[src/hw/rtl/tmpr_pkg.sv]
// ----------------------------------------------------------------------------
// tmpr_pkg
// Shared types, constants and helpers for the text mode pixel renderer.
// ----------------------------------------------------------------------------
package tmpr_pkg;

    localparam int CELL_DEPTH_DEF     = 8192;
    localparam int GLYPH_COUNT_DEF    = 512;
    localparam int GLYPH_ROWS_MAX_DEF = 32;
    localparam int FONT_DEPTH         = 65536;
    localparam int QUEUE_DEPTH        = 4;

    localparam int CFG_INDEX_W = 3;
    localparam int CFG_DATA_W  = 16;

    localparam logic [7:0] COLUMNS_RST      = 8'd80;
    localparam logic [7:0] LINES_RST        = 8'd25;
    localparam logic [5:0] GLYPH_WIDTH_RST  = 6'd8;
    localparam logic [5:0] GLYPH_HEIGHT_RST = 6'd16;

    localparam logic [5:0] GLYPH_DIM_MAX = 6'd32;

    localparam logic [7:0] LEVEL_OFF  = 8'd0;
    localparam logic [7:0] LEVEL_DIM  = 8'd192;
    localparam logic [7:0] LEVEL_LOW  = 8'd64;
    localparam logic [7:0] LEVEL_FULL = 8'd255;

    typedef enum logic [1:0] {
        OP_WRITE_CELL = 2'd0,
        OP_WRITE_FONT = 2'd1,
        OP_RENDER     = 2'd2,
        OP_IGNORE     = 2'd3
    } op_t;

    typedef enum logic [CFG_INDEX_W-1:0] {
        REG_COLUMNS        = 3'd0,
        REG_LINES          = 3'd1,
        REG_GLYPH_WIDTH    = 3'd2,
        REG_GLYPH_HEIGHT   = 3'd3,
        REG_HIGH_FONT_MASK = 3'd4,
        REG_CURSOR_COLUMN  = 3'd5,
        REG_CURSOR_ROW     = 3'd6
    } reg_idx_t;

    typedef struct packed {
        logic [7:0]  columns;
        logic [7:0]  lines;
        logic [5:0]  glyph_width;
        logic [5:0]  glyph_height;
        logic [15:0] high_font_mask;
        logic [7:0]  cursor_column;
        logic [7:0]  cursor_row;
    } cfg_t;

    typedef struct packed {
        op_t         op;
        logic [15:0] address;
        logic [15:0] value;
        logic [4:0]  pix_col;
        logic [7:0]  cell_col;
        logic [4:0]  pix_row;
        logic [7:0]  cell_row;
        logic        cursor;
        logic        frame_end;
    } item_t;

    function automatic logic [7:0] at_least_one(input logic [7:0] v);
        return (v == 8'd0) ? 8'd1 : v;
    endfunction

    function automatic logic [5:0] glyph_dim(input logic [5:0] v);
        logic [5:0] r;
        if (v == 6'd0)
        begin
            r = 6'd1;
        end
        else if (v > GLYPH_DIM_MAX)
        begin
            r = GLYPH_DIM_MAX;
        end
        else
        begin
            r = v;
        end
        return r;
    endfunction

    // bytes per glyph row: ceil(width / 8), 1..4
    function automatic logic [2:0] row_bytes(input logic [5:0] gw);
        logic [6:0] s;
        s = {1'b0, gw} + 7'd7;
        return s[5:3];
    endfunction

    // bit "on" picks the lit level, bit "bright" the bright half of the palette
    function automatic logic [7:0] pal_level(input logic bright, input logic on);
        logic [7:0] r;
        case ({bright, on})
            2'b00:   r = LEVEL_OFF;
            2'b01:   r = LEVEL_DIM;
            2'b10:   r = LEVEL_LOW;
            default: r = LEVEL_FULL;
        endcase
        return r;
    endfunction

endpackage

[src/hw/rtl/tmpr_queue.sv]
// ----------------------------------------------------------------------------
// tmpr_queue
// Short item FIFO between the front and back parts.
// ----------------------------------------------------------------------------
module tmpr_queue (
    input  logic            clk,
    input  logic            rst_n,
    input  logic            push,
    input  tmpr_pkg::item_t push_item,
    output logic            full,
    input  logic            pop,
    output logic            not_empty,
    output tmpr_pkg::item_t head_item
);
    import tmpr_pkg::*;

    localparam int PTR_W = $clog2(QUEUE_DEPTH);
    localparam int CNT_W = PTR_W + 1;

    item_t            entry_reg [QUEUE_DEPTH];
    logic [PTR_W-1:0] wr_ptr_reg, wr_ptr_next;
    logic [PTR_W-1:0] rd_ptr_reg, rd_ptr_next;
    logic [CNT_W-1:0] count_reg, count_next;
    logic             do_push, do_pop;

    assign full      = count_reg == CNT_W'(QUEUE_DEPTH);
    assign not_empty = count_reg != '0;
    assign head_item = entry_reg[rd_ptr_reg];
    assign do_push   = push && !full;
    assign do_pop    = pop && not_empty;

    always_comb
    begin
        wr_ptr_next = wr_ptr_reg;
        rd_ptr_next = rd_ptr_reg;
        count_next  = count_reg;
        if (do_push)
        begin
            wr_ptr_next = (wr_ptr_reg == PTR_W'(QUEUE_DEPTH - 1)) ? '0 : wr_ptr_reg + 1'b1;
        end
        if (do_pop)
        begin
            rd_ptr_next = (rd_ptr_reg == PTR_W'(QUEUE_DEPTH - 1)) ? '0 : rd_ptr_reg + 1'b1;
        end
        case ({do_push, do_pop})
            2'b10:   count_next = count_reg + 1'b1;
            2'b01:   count_next = count_reg - 1'b1;
            default: count_next = count_reg;
        endcase
    end

    always_ff @(posedge clk or negedge rst_n)
    begin
        if (!rst_n)
        begin
            wr_ptr_reg <= '0;
            rd_ptr_reg <= '0;
            count_reg  <= '0;
        end
        else
        begin
            wr_ptr_reg <= wr_ptr_next;
            rd_ptr_reg <= rd_ptr_next;
            count_reg  <= count_next;
        end
    end

    always_ff @(posedge clk)
    begin
        if (do_push)
        begin
            entry_reg[wr_ptr_reg] <= push_item;
        end
    end

endmodule

[config.mk]
export PLATFORM = sky130hd
export DESIGN_NAME = tmpr_queue
export DESIGN_NICKNAME = d
export VERILOG_FILES = /design/src/hw/rtl/tmpr_pkg.sv /design/src/hw/rtl/tmpr_queue.sv
export SDC_FILE = /design/constraint.sdc
export NUM_CORES = 1
export LEC_CHECK = 0
export BUFFER_PORTS_ARGS = -buffer_cell sky130_fd_sc_hd__buf_2
export CORE_MARGIN = 2
export CORE_UTILIZATION = 54
export DETAILED_ROUTE_END_ITERATION = 8
export GPL_ROUTABILITY_DRIVEN = 0
export PLACE_DENSITY = 0.76
export SYNTH_ARGS = -nofsm -noshare
export SYNTH_HDL_FRONTEND = slang
export SYNTH_SLANG_ARGS = --single-unit
[constraint.sdc]
create_clock -name clk -period 3.2 [get_ports clk]
set_input_delay 0.48 -clock clk [delete_from_list [all_inputs] [get_ports clk]]
set_output_delay 0.48 -clock clk [all_outputs]
set_load 0.02 [all_outputs]
==> flow_summary.ini <==
[run_status]
outcome = finished clean

[grt]
grt_pass1_vias = 4531
grt_max_degree = 42
grt-ovfl-total = 0
grt_antenna_before_repair = 1
gr-usage-all-layers = 0.1786
grt_pass1_wl_um = 24720

[detailed_routing]
viasPerCell = 5.575
routedWlPerCell_um = 21.80
drc = 0
dr.first_iter.drc_count = 283
wl_um = 16530
ant_nets = 0
num_vias = 4226
drt_pass1_iterations = 4

[power]
p_sw_uw = 3336
p_seq_frac = 0.444
ir_worst_vdd_uv = 608.8
switching_share = 0.3082
power_frac_comb = 0.301
clockPowerShare = 0.255
p_int_uw = 7487
power.density_nw_per_um2 = 966.5
p_leak_uw = 0.003878

[place]
dp_worst_setup_slack_ns = 0.7359
port_buffers = 129
placed_area_sq_um = 10410
dp_hpwl_um = 10250

[sta]
finalCritPeriodShare = 0.9149
rsz0062_at_grt = no
finalSetupTns_ns = 0
holdWs_ns = 0.1916
fmax_mhz = 341.6
worst_pin_slew_ns = 0.8350
hold_viol = 0
fin_crit_ns = 2.928
fin_worst_skew_ns = 0.007165
slew_viol_final = 0
maxSlewHeadroom = 0.4433
setup_viol = 0
worst_slack_ns = 0.2722

[cells_and_area]
drive_above_1_share = 0.4634
fill_cells = 1151
area_growth_pct = 18.15
multiInputGateArea_sq_um = 1673
final_nets = 589
largest_reg_flops = 248
seq_area_sq_um = 7627
stdcell_area_sq_um = 11200
diodes = 0

[die]
core-area_sq_um = 17240
die_w_um = 136.5
dieArea_sq_um = 18630
start_util = 0.5499
rows = 48
ios = 130
die_h_um = 136.5

[synthesis]
synthCells = 364
synth_top_cell_by_area = edfxtp_1
ys_async_sr_fraction = 0.02745
mappedNetlistArea_sq_um = 9478
yosysTopAreaCellShare = 0.7857
yosysWarnings = 0
yosysMostFrequentCell = edfxtp_1
synth-seq-cells = 255
ys_top_cells_by_count = edfxtp_1 (248), mux4_2 (58), buf_2 (7), dfrtp_1 (7), inv_1 (7)
synthFlopType = edfxtp_1
syn_avg_cell_area_sq_um = 26.04
yosysSeqAreaShare = 0.8042
synth_nets = 437
synth.distinct_cells = 20
synth_enable_flop_cells = 248
synth_area_leaders = edfxtp_1 (79%), mux4_2 (14%), dfrtp_1 (1.8%), buf_12 (1.3%), mux4_1 (1.1%)

[clocking]
cts.sinks = 255
cts_buffers = 25
cts.clk_slew.worst_paths_ns = 0.06
clockRootBuffer = clkbuf_16
clockBufferDepth = 3
insertion_delay_ns = 0.50
cts.htree.levels = 1
post_cts_buffers = 0
cts_tree = done

[critical_path]
critPathCaptureType = output port
r2r_slack_ns = 1.09
criticalPathCategory = flop to output port
reg2regPathDepth = 4
path_max_fanout = 41
cp-start-kind = flop
worstReg2RegEnd = entry_reg[3][50]
crit_required_ns = 2.72
timing.rr.start = count_reg[2]
cp.arrival_ns = 2.45

[hold_path]
hold_path.class = input pin to flop
min_from = push_item[48]
hold-path-cell-count = 1
min_to = entry_reg[0][48]

[job]
cap_violations = 0
==> layer usage <==
metal	up-vias	global-route usage	routed length [um]
li1	1860	-	-
met1	2218	0.2400	6819
met2	122	0.3011	8487
met3	24	0.03840	968
met4	2	0.04514	239
met5	-	0	11
==> cell usage in the layout, fill, tap and decap left out <==
cell / n
and2_4: 4
mux4_1: 4
dlygate4sd3_1: 1
nand2_2: 1
buf_2: 129
nor2b_2: 1
clkbuf_1: 5
clkinv_4: 1
clkinv_2: 6
dfrtp_4: 1
xor2_1: 2
mux2_2: 4
clkinv_1: 2
dfrtp_2: 1
fa_1: 1
mux4_2: 58
xnor2_1: 1
nor2_1: 3
clkbuf_16: 25
buf_4: 2
clkbuf_8: 1
nor3b_2: 1
mux2i_1: 1
ha_1: 6
inv_1: 7
dfrtp_1: 5
clkinvlp_4: 2
edfxtp_1: 248
buf_12: 7
bufinv_16: 2
or3_4: 1
==> how the worst max path moves through the flow <==
stage / startpoint / end / slack (ns)
after floorplan: count_reg[2] / entry_reg[0][0] / 0.47
after global placement: rd_ptr_reg[0] / head_item[5] / 0.75
after detailed placement: rd_ptr_reg[0] / head_item[8] / 0.74
after CTS: rd_ptr_reg[0] / head_item[8] / 0.19
after global routing: rd_ptr_reg[0] / head_item[6] / 0.11
final: rd_ptr_reg[0] / head_item[8] / 0.27
==> stage by stage <==
step	instances	utilization	total power, uW
final	758	0.6497	10820
after floorplan	364	-	7189
after CTS	758	0.6497	10980
after detailed placement	713	0.6039	8213
after global routing	758	0.6497	11300
after global placement	713	0.6039	8094
==> layout make-up <==
class                           count  area share
Sequential cell                   255      0.6811
Multi-Input combinational cell     88      0.1494
Timing Repair Buffer              139     0.07240
Clock buffer                       31     0.05877
Tap cell                          225     0.02514
Clock inverter                     13     0.01084
Inverter                            7    0.002346
==> cells by family (layout without fill, tap and decap cells) <==
kind of cell             Yosys count  count (layout)  synth area share
multiplexers                      67              67            0.1547
adder cells (fa/ha/maj)            7               7           0.01003
AND/OR/NAND/NOR                   11              11          0.007921
buffers and inverters             21             190           0.02033
flip-flops                       255             255            0.8042
XOR/XNOR                           3               3          0.002773
==> power by group through the flow <==
stage                     sequential, uW  combinational, uW  clock [uW]
after floorplan                     4620               2570           0
after global placement              4840               3250           0
after detailed placement            4900               3310           0
after CTS                           4830               3330        2820
after global routing                4890               3490        2930
final                               4810               3260        2760
==> repair_timing <==
item / CTS / global route
hold endpoints to repair: 7 / 0
gates resized for setup: 0 / 0
hold buffers: 1 / 0
==> critical path: stages, from the launching register on <==
cell and delay [ns]:
dfrtp_4 0.98, buf_12 0.25, mux4_2 0.52, buf_2 0.18
No activity file was read; power rests on OpenSTA's default activity.
