===== config.mk =====
export PLATFORM = sky130hd
export DESIGN_NAME = tmpr_front
export DESIGN_NICKNAME = d
export VERILOG_FILES = /design/src/hw/rtl/tmpr_pkg.sv /design/src/hw/rtl/tmpr_front.sv
export SDC_FILE = /design/constraint.sdc
export NUM_CORES = 1
export LEC_CHECK = 0
export BUFFER_PORTS_ARGS = -buffer_cell sky130_fd_sc_hd__buf_2
export CORE_UTILIZATION = 25
export DETAILED_ROUTE_END_ITERATION = 7
export PLACE_DENSITY = 0.59
export REMOVE_ABC_BUFFERS = 1
export SLEW_MARGIN = 10
export SYNTH_ARGS = -nofsm -noshare
export SYNTH_HDL_FRONTEND = slang
export SYNTH_SLANG_ARGS = --single-unit

===== constraint.sdc =====
create_clock -name clk -period 2.6 [get_ports clk]
set_input_delay 0.13 -clock clk [delete_from_list [all_inputs] [get_ports clk]]
set_output_delay 0.13 -clock clk [all_outputs]
set_load 0.1 [all_outputs]

===== src/hw/rtl/tmpr_pkg.sv =====
// ----------------------------------------------------------------------------
// tmpr_pkg
// Shared types, constants and helpers for the text mode pixel renderer.
// ----------------------------------------------------------------------------
package tmpr_pkg;

    localparam int CELL_DEPTH_DEF     = 8192;
    localparam int GLYPH_COUNT_DEF    = 512;
    localparam int GLYPH_ROWS_MAX_DEF = 32;
    localparam int FONT_DEPTH         = 65536;
    localparam int QUEUE_DEPTH        = 4;

    localparam int CFG_INDEX_W = 3;
    localparam int CFG_DATA_W  = 16;

    localparam logic [7:0] COLUMNS_RST      = 8'd80;
    localparam logic [7:0] LINES_RST        = 8'd25;
    localparam logic [5:0] GLYPH_WIDTH_RST  = 6'd8;
    localparam logic [5:0] GLYPH_HEIGHT_RST = 6'd16;

    localparam logic [5:0] GLYPH_DIM_MAX = 6'd32;

    localparam logic [7:0] LEVEL_OFF  = 8'd0;
    localparam logic [7:0] LEVEL_DIM  = 8'd192;
    localparam logic [7:0] LEVEL_LOW  = 8'd64;
    localparam logic [7:0] LEVEL_FULL = 8'd255;

    typedef enum logic [1:0] {
        OP_WRITE_CELL = 2'd0,
        OP_WRITE_FONT = 2'd1,
        OP_RENDER     = 2'd2,
        OP_IGNORE     = 2'd3
    } op_t;

    typedef enum logic [CFG_INDEX_W-1:0] {
        REG_COLUMNS        = 3'd0,
        REG_LINES          = 3'd1,
        REG_GLYPH_WIDTH    = 3'd2,
        REG_GLYPH_HEIGHT   = 3'd3,
        REG_HIGH_FONT_MASK = 3'd4,
        REG_CURSOR_COLUMN  = 3'd5,
        REG_CURSOR_ROW     = 3'd6
    } reg_idx_t;

    typedef struct packed {
        logic [7:0]  columns;
        logic [7:0]  lines;
        logic [5:0]  glyph_width;
        logic [5:0]  glyph_height;
        logic [15:0] high_font_mask;
        logic [7:0]  cursor_column;
        logic [7:0]  cursor_row;
    } cfg_t;

    typedef struct packed {
        op_t         op;
        logic [15:0] address;
        logic [15:0] value;
        logic [4:0]  pix_col;
        logic [7:0]  cell_col;
        logic [4:0]  pix_row;
        logic [7:0]  cell_row;
        logic        cursor;
        logic        frame_end;
    } item_t;

    function automatic logic [7:0] at_least_one(input logic [7:0] v);
        return (v == 8'd0) ? 8'd1 : v;
    endfunction

    function automatic logic [5:0] glyph_dim(input logic [5:0] v);
        logic [5:0] r;
        if (v == 6'd0)
        begin
            r = 6'd1;
        end
        else if (v > GLYPH_DIM_MAX)
        begin
            r = GLYPH_DIM_MAX;
        end
        else
        begin
            r = v;
        end
        return r;
    endfunction

    // bytes per glyph row: ceil(width / 8), 1..4
    function automatic logic [2:0] row_bytes(input logic [5:0] gw);
        logic [6:0] s;
        s = {1'b0, gw} + 7'd7;
        return s[5:3];
    endfunction

    // bit "on" picks the lit level, bit "bright" the bright half of the palette
    function automatic logic [7:0] pal_level(input logic bright, input logic on);
        logic [7:0] r;
        case ({bright, on})
            2'b00:   r = LEVEL_OFF;
            2'b01:   r = LEVEL_DIM;
            2'b10:   r = LEVEL_LOW;
            default: r = LEVEL_FULL;
        endcase
        return r;
    endfunction

endpackage


===== src/hw/rtl/tmpr_front.sv =====
// ----------------------------------------------------------------------------
// tmpr_front
// Input side: accepts items, tracks the raster position and tags each
// render item with its pixel coordinates, cursor hit and frame end.
// ----------------------------------------------------------------------------
module tmpr_front (
    input  logic            clk,
    input  logic            rst_n,
    input  tmpr_pkg::cfg_t  cfg,
    input  logic            in_valid,
    output logic            in_stall,
    input  logic [1:0]      operation,
    input  logic [15:0]     address,
    input  logic [15:0]     value,
    input  logic            q_full,
    output logic            q_push,
    output tmpr_pkg::item_t q_item
);
    import tmpr_pkg::*;

    logic [4:0] pix_col_reg, pix_col_next;
    logic [7:0] cell_col_reg, cell_col_next;
    logic [4:0] pix_row_reg, pix_row_next;
    logic [7:0] cell_row_reg, cell_row_next;

    logic [7:0] cols_eff, rows_eff;
    logic [5:0] gw_eff, gh_eff;
    logic       pc_wrap, cc_wrap, pr_wrap, cr_wrap;
    logic       last_col, last_row, cursor_hit;
    op_t        op;

    assign op       = op_t'(operation);
    assign cols_eff = at_least_one(cfg.columns);
    assign rows_eff = at_least_one(cfg.lines);
    assign gw_eff   = glyph_dim(cfg.glyph_width);
    assign gh_eff   = glyph_dim(cfg.glyph_height);

    assign pc_wrap  = ({1'b0, pix_col_reg} + 6'd1) >= gw_eff;
    assign cc_wrap  = ({1'b0, cell_col_reg} + 9'd1) >= {1'b0, cols_eff};
    assign pr_wrap  = ({1'b0, pix_row_reg} + 6'd1) >= gh_eff;
    assign cr_wrap  = ({1'b0, cell_row_reg} + 9'd1) >= {1'b0, rows_eff};
    assign last_col = pc_wrap && cc_wrap;
    assign last_row = last_col && pr_wrap && cr_wrap;

    assign cursor_hit = (cell_row_reg == cfg.cursor_row)
                     && (cell_col_reg == cfg.cursor_column)
                     && (({2'b0, pix_row_reg} + 7'd2) >= {1'b0, gh_eff});

    assign in_stall = q_full;
    assign q_push   = in_valid && !q_full;

    always_comb
    begin
        q_item.op        = op;
        q_item.address   = address;
        q_item.value     = value;
        q_item.pix_col   = pix_col_reg;
        q_item.cell_col  = cell_col_reg;
        q_item.pix_row   = pix_row_reg;
        q_item.cell_row  = cell_row_reg;
        q_item.cursor    = cursor_hit;
        q_item.frame_end = (op == OP_RENDER) && last_row;
    end

    always_comb
    begin
        pix_col_next  = pix_col_reg;
        cell_col_next = cell_col_reg;
        pix_row_next  = pix_row_reg;
        cell_row_next = cell_row_reg;
        if (q_push && (op == OP_RENDER))
        begin
            if (pc_wrap)
            begin
                pix_col_next  = 5'd0;
                cell_col_next = cc_wrap ? 8'd0 : cell_col_reg + 8'd1;
            end
            else
            begin
                pix_col_next = pix_col_reg + 5'd1;
            end
            if (last_col)
            begin
                if (pr_wrap)
                begin
                    pix_row_next  = 5'd0;
                    cell_row_next = cr_wrap ? 8'd0 : cell_row_reg + 8'd1;
                end
                else
                begin
                    pix_row_next = pix_row_reg + 5'd1;
                end
            end
        end
    end

    always_ff @(posedge clk or negedge rst_n)
    begin
        if (!rst_n)
        begin
            pix_col_reg  <= '0;
            cell_col_reg <= '0;
            pix_row_reg  <= '0;
            cell_row_reg <= '0;
        end
        else
        begin
            pix_col_reg  <= pix_col_next;
            cell_col_reg <= cell_col_next;
            pix_row_reg  <= pix_row_next;
            cell_row_reg <= cell_row_next;
        end
    end

endmodule


==> impl_results.md <==
- All-Layer GR Usage: between 15 and 20%
- Maximum VDD drop: between 0.0007 and 0.0008 V
- Post-synthesis xor/xnor area fraction: between 10% and 20%
- Syn. warnings: 0
- Nets: roughly 570
- Run status: complete, but fails checks
- Post-Syn Area: around 2900 um2
- Clock root buffer: sky130_fd_sc_hd__clkbuf_16
- Global-route wire length before repair: approximately 14000 um
- Reported max-cap violation count: 0
- Clock period minus final worst setup slack: approximately 2800 ps
- Signal arrival time at the worst endpoint: just under 3000 ps
- Width of the die: around 110 um
- Largest delay contributor family on the critical path: simple AND/OR/NAND/NOR gates
- Number of global-route vias before repair: about 2700
- Unrepaired setup endpoints after global routing: yes
- Count of flip-flops with a built-in enable after synthesis: 0
- I/O pin cnt: between 150 and 200
- Avg Synthesized Cell Area: roughly 8.4 um2
- Final Slew Violations: 0
- Number of buffer and inverter instances along the worst setup path: 2
- Simple-gate portion of the synthesized area: 20.4%
- Pwr/cell area: approximately 460 nW/um2
- Violation count after the first detailed-route iteration: 96
- Pin count of the biggest net entering global routing: 27
- Flip-flop and latch count after synthesis: 26
- Cell with the most instances after synthesis: sky130_fd_sc_hd__ha_1
- Worst-Skew Late Latency: 260 ps
- Violated checks: negative setup slack
- Remaining DRCs: 0
- Signed area change from the synthesized netlist to the final layout: 38.1%
- Highest clock frequency the design can meet: roughly 360 MHz
- Global placement routability congestion: approximately 0.84
- Effective utilization at floorplan: between 20% and 30%
- TritonCTS buffer count: 3
- Detailed Place HPWL: around 7100 um
- Cell types with the highest counts after synthesis: sky130_fd_sc_hd__ha_1 (40), sky130_fd_sc_hd__nand2_1 (37), sky130_fd_sc_hd__buf_4 (36), sky130_fd_sc_hd__dfrtp_1 (26), sky130_fd_sc_hd__xor2_1 (23)
- Worst Hold Class: primary input to output port
- First drt pass iteration count: 4
- Cell type with the highest aggregate area in the netlist: sky130_fd_sc_hd__dfrtp_1
- Critical Path Start Type: flop
- Number of library cell types mapped by synthesis: 40
- Total negative slack: -1110 ps
- Clock Skew: approximately 3.2 ps
- Static Leak: approximately 2.1 nW
- Worst setup path category: flop to flop
- Routed vias/inst: 4.84
- Final hold vios: 0
- Area of the die: 12000 um2
- Die Ht: ~110 um
- Kind of capture point of the worst setup path: flop
- Antenna fix cells: 0
- Crit path cell chain: and3_4 > and3_4 > nand3_4 > xnor2_4 > ha_4 > and3_4 > o2111ai_2 > o211ai_2 > buf_4 > nand4_1 > buf_6 > o21ai_2 > o31ai_4
- Share of the synthesized area in the top cell type: a little under a quarter
- Instance count of the mapped netlist: about 340
- Core Area: around 11000 um2
- Clock-pin slew on the worst setup and hold paths: around 70 ps
- Via count: around 2800
- Mux contribution to synthesized area: 0%
- Synthesized-area fraction occupied by adder cells: around 17%
- Period utilization: 106%
- Most instantiated flip-flop cell in the synthesis netlist: sky130_fd_sc_hd__dfrtp_1
- Number of core rows: 38
- Share of synthesized flip-flops with an asynchronous set or reset: 100%
- Setup violation total in the final timing report: 14
- Fraction of layout instances using a drive strength above 1: around 43%
- Worst path setup slack after routing: -165 ps
- Antenna violations before repair: 0
- Sequential element share of the synthesized area: 22.6%
- Library cell contributing the largest single delay on the critical path: sky130_fd_sc_hd__dfrtp_1
- Per-cell routed wire length: ~16 um
- Grt ovf: 0
- Slowest stage delay, CP: between 300 and 400 ps
- Relative max-transition margin: 56.8%
- Maximum fanout encountered on the critical timing path: 11
- Maximum level of the CTS H-tree: 1
- Slew of the pin with the lowest slew margin: ~650 ps
- Combinational family with the most area after synthesis: simple AND/OR/NAND/NOR gates
- Top cells by area in the synthesized netlist: sky130_fd_sc_hd__dfrtp_1 (23%), sky130_fd_sc_hd__ha_1 (17%), sky130_fd_sc_hd__buf_4 (9.4%)
- Clock Sink Count: 26
- Number of routed nets with antenna violations: 0
- Routed wire length: 9430 um
- Overall Power: between 1.5 and 2 mW
- CP dominant cell by count: sky130_fd_sc_hd__and3_4
- Post-synthesis compound-gate area fraction: between 10% and 20%
- Final core utilization: between 30% and 40%
- Deepest clock path buffer count: 2
- TritonCTS clock tree: built
- Critical path required time: 2740 ps
- PortBufs: 81
timing repair:
| item | 4_1_cts | 5_1_grt |
|---|---|---|
| hold buffers | 1 | 0 |
| pin swaps | 16 | 12 |
| endpoints found under the hold margin | 26 | 0 |
| buffers inserted | 9 | 1 |
| endpoints found under the setup margin | 18 | 22 |
| gates resized for setup | 31 | 34 |
placed cells by master (no fill, tap or decap), drive strengths merged, types with 2 or more instances in the layout:
master,synthesis,final
buf,42,129
ha,40,40
nand2,37,37
o21ai,27,27
dfrtp,26,26
xor2,23,23
inv,21,21
nand3,20,20
xnor2,13,13
nand2b,12,12
nor2,11,11
and3,9,9
nor4,8,8
a21o,8,8
o31ai,8,8
a21oi,5,5
nor2b,5,5
nand4,3,3
clkbuf,3,3
a41o,3,3
o211ai,3,3
and2,2,2
a211oi,2,2
a31oi,2,2
or2,2,2
a221oi,2,2
worst paths after layout:
check                                                 start                          end  slack (ps)  cells past startpoint
worst max-delay path            cell_col_reg[3]$_DFFE_PN0P_  cell_row_reg[4]$_DFFE_PN0P_        -160                     13
worst min-delay path                               value[9]                   q_item[37]         260                      0
worst max register to register  cell_col_reg[3]$_DFFE_PN0P_  cell_row_reg[4]$_DFFE_PN0P_        -160                     13
worst min register to register   pix_col_reg[4]$_DFFE_PN0P_   pix_col_reg[4]$_DFFE_PN0P_         570                      2
max in group asynchronous                             rst_n  cell_col_reg[0]$_DFFE_PN0P_        1720                      2
min in group asynchronous                             rst_n  cell_col_reg[0]$_DFFE_PN0P_         430                      2
logic make-up after synthesis:
family | count (synthesis)
AO/OA/AOI/OAI | 62
XOR/XNOR | 36
AND/OR/NAND/NOR | 113
buffers and inverters | 66
flip-flops | 26
adder cells (fa/ha/maj) | 40
per-stage QoR:
| step | instance area, um2 | hold WS, ps | worst slack [ps] | instances |
|---|---|---|---|---|
| after CTS | 3790 | 261 | -95.2 | 571 |
| after global placement | 3450 | 182 | -87.4 | 557 |
| final | 3980 | 261 | -165 | 572 |
| after floorplan | 2560 | -166 | -1770 | 298 |
| after detailed placement | 3450 | 192 | -106 | 557 |
| after global routing | 3980 | 261 | -256 | 572 |
area by class of cell:
class	instances	area [um2]
Timing Repair Buffer	130	817
Fill cell	1147	7050
Sequential cell	26	652
Tap cell	140	175
Inverter	21	78.8
Clock buffer	3	75.1
Multi-Input combinational cell	251	2150
Clock inverter	1	30.0
routing by layer:
metal  up-vias  wire (um)  track usage, %
met5         -         34            4.46
met3        12       1080            8.24
met1      1280       4110            19.5
met2       132       4100            24.1
li1       1345          -               -
met4         2        102            2.29
worst register-to-register path: stages (launching register included):
cell                        delay (ps)
sky130_fd_sc_hd__dfrtp_1           380
sky130_fd_sc_hd__and3_4            200
sky130_fd_sc_hd__and3_4            200
sky130_fd_sc_hd__nand3_4           100
sky130_fd_sc_hd__xnor2_4           170
sky130_fd_sc_hd__ha_4              280
sky130_fd_sc_hd__and3_4            200
sky130_fd_sc_hd__o2111ai_2         110
sky130_fd_sc_hd__o211ai_2          240
sky130_fd_sc_hd__buf_4             170
sky130_fd_sc_hd__nand4_1           130
sky130_fd_sc_hd__buf_6             190
sky130_fd_sc_hd__o21ai_2           200
sky130_fd_sc_hd__o31ai_4            90
report_power, final:
group | switching, mW | leakage (nW) | internal (mW) | total (mW)
Clock | 0.151 | 0.0511 | 0.307 | 0.457
Sequential | 0.0503 | 0.357 | 0.442 | 0.493
Combinational | 0.599 | 1.68 | 0.294 | 0.893
Total | 0.800 | 2.09 | 1.04 | 1.84
No activity file was read; power rests on OpenSTA's default activity.
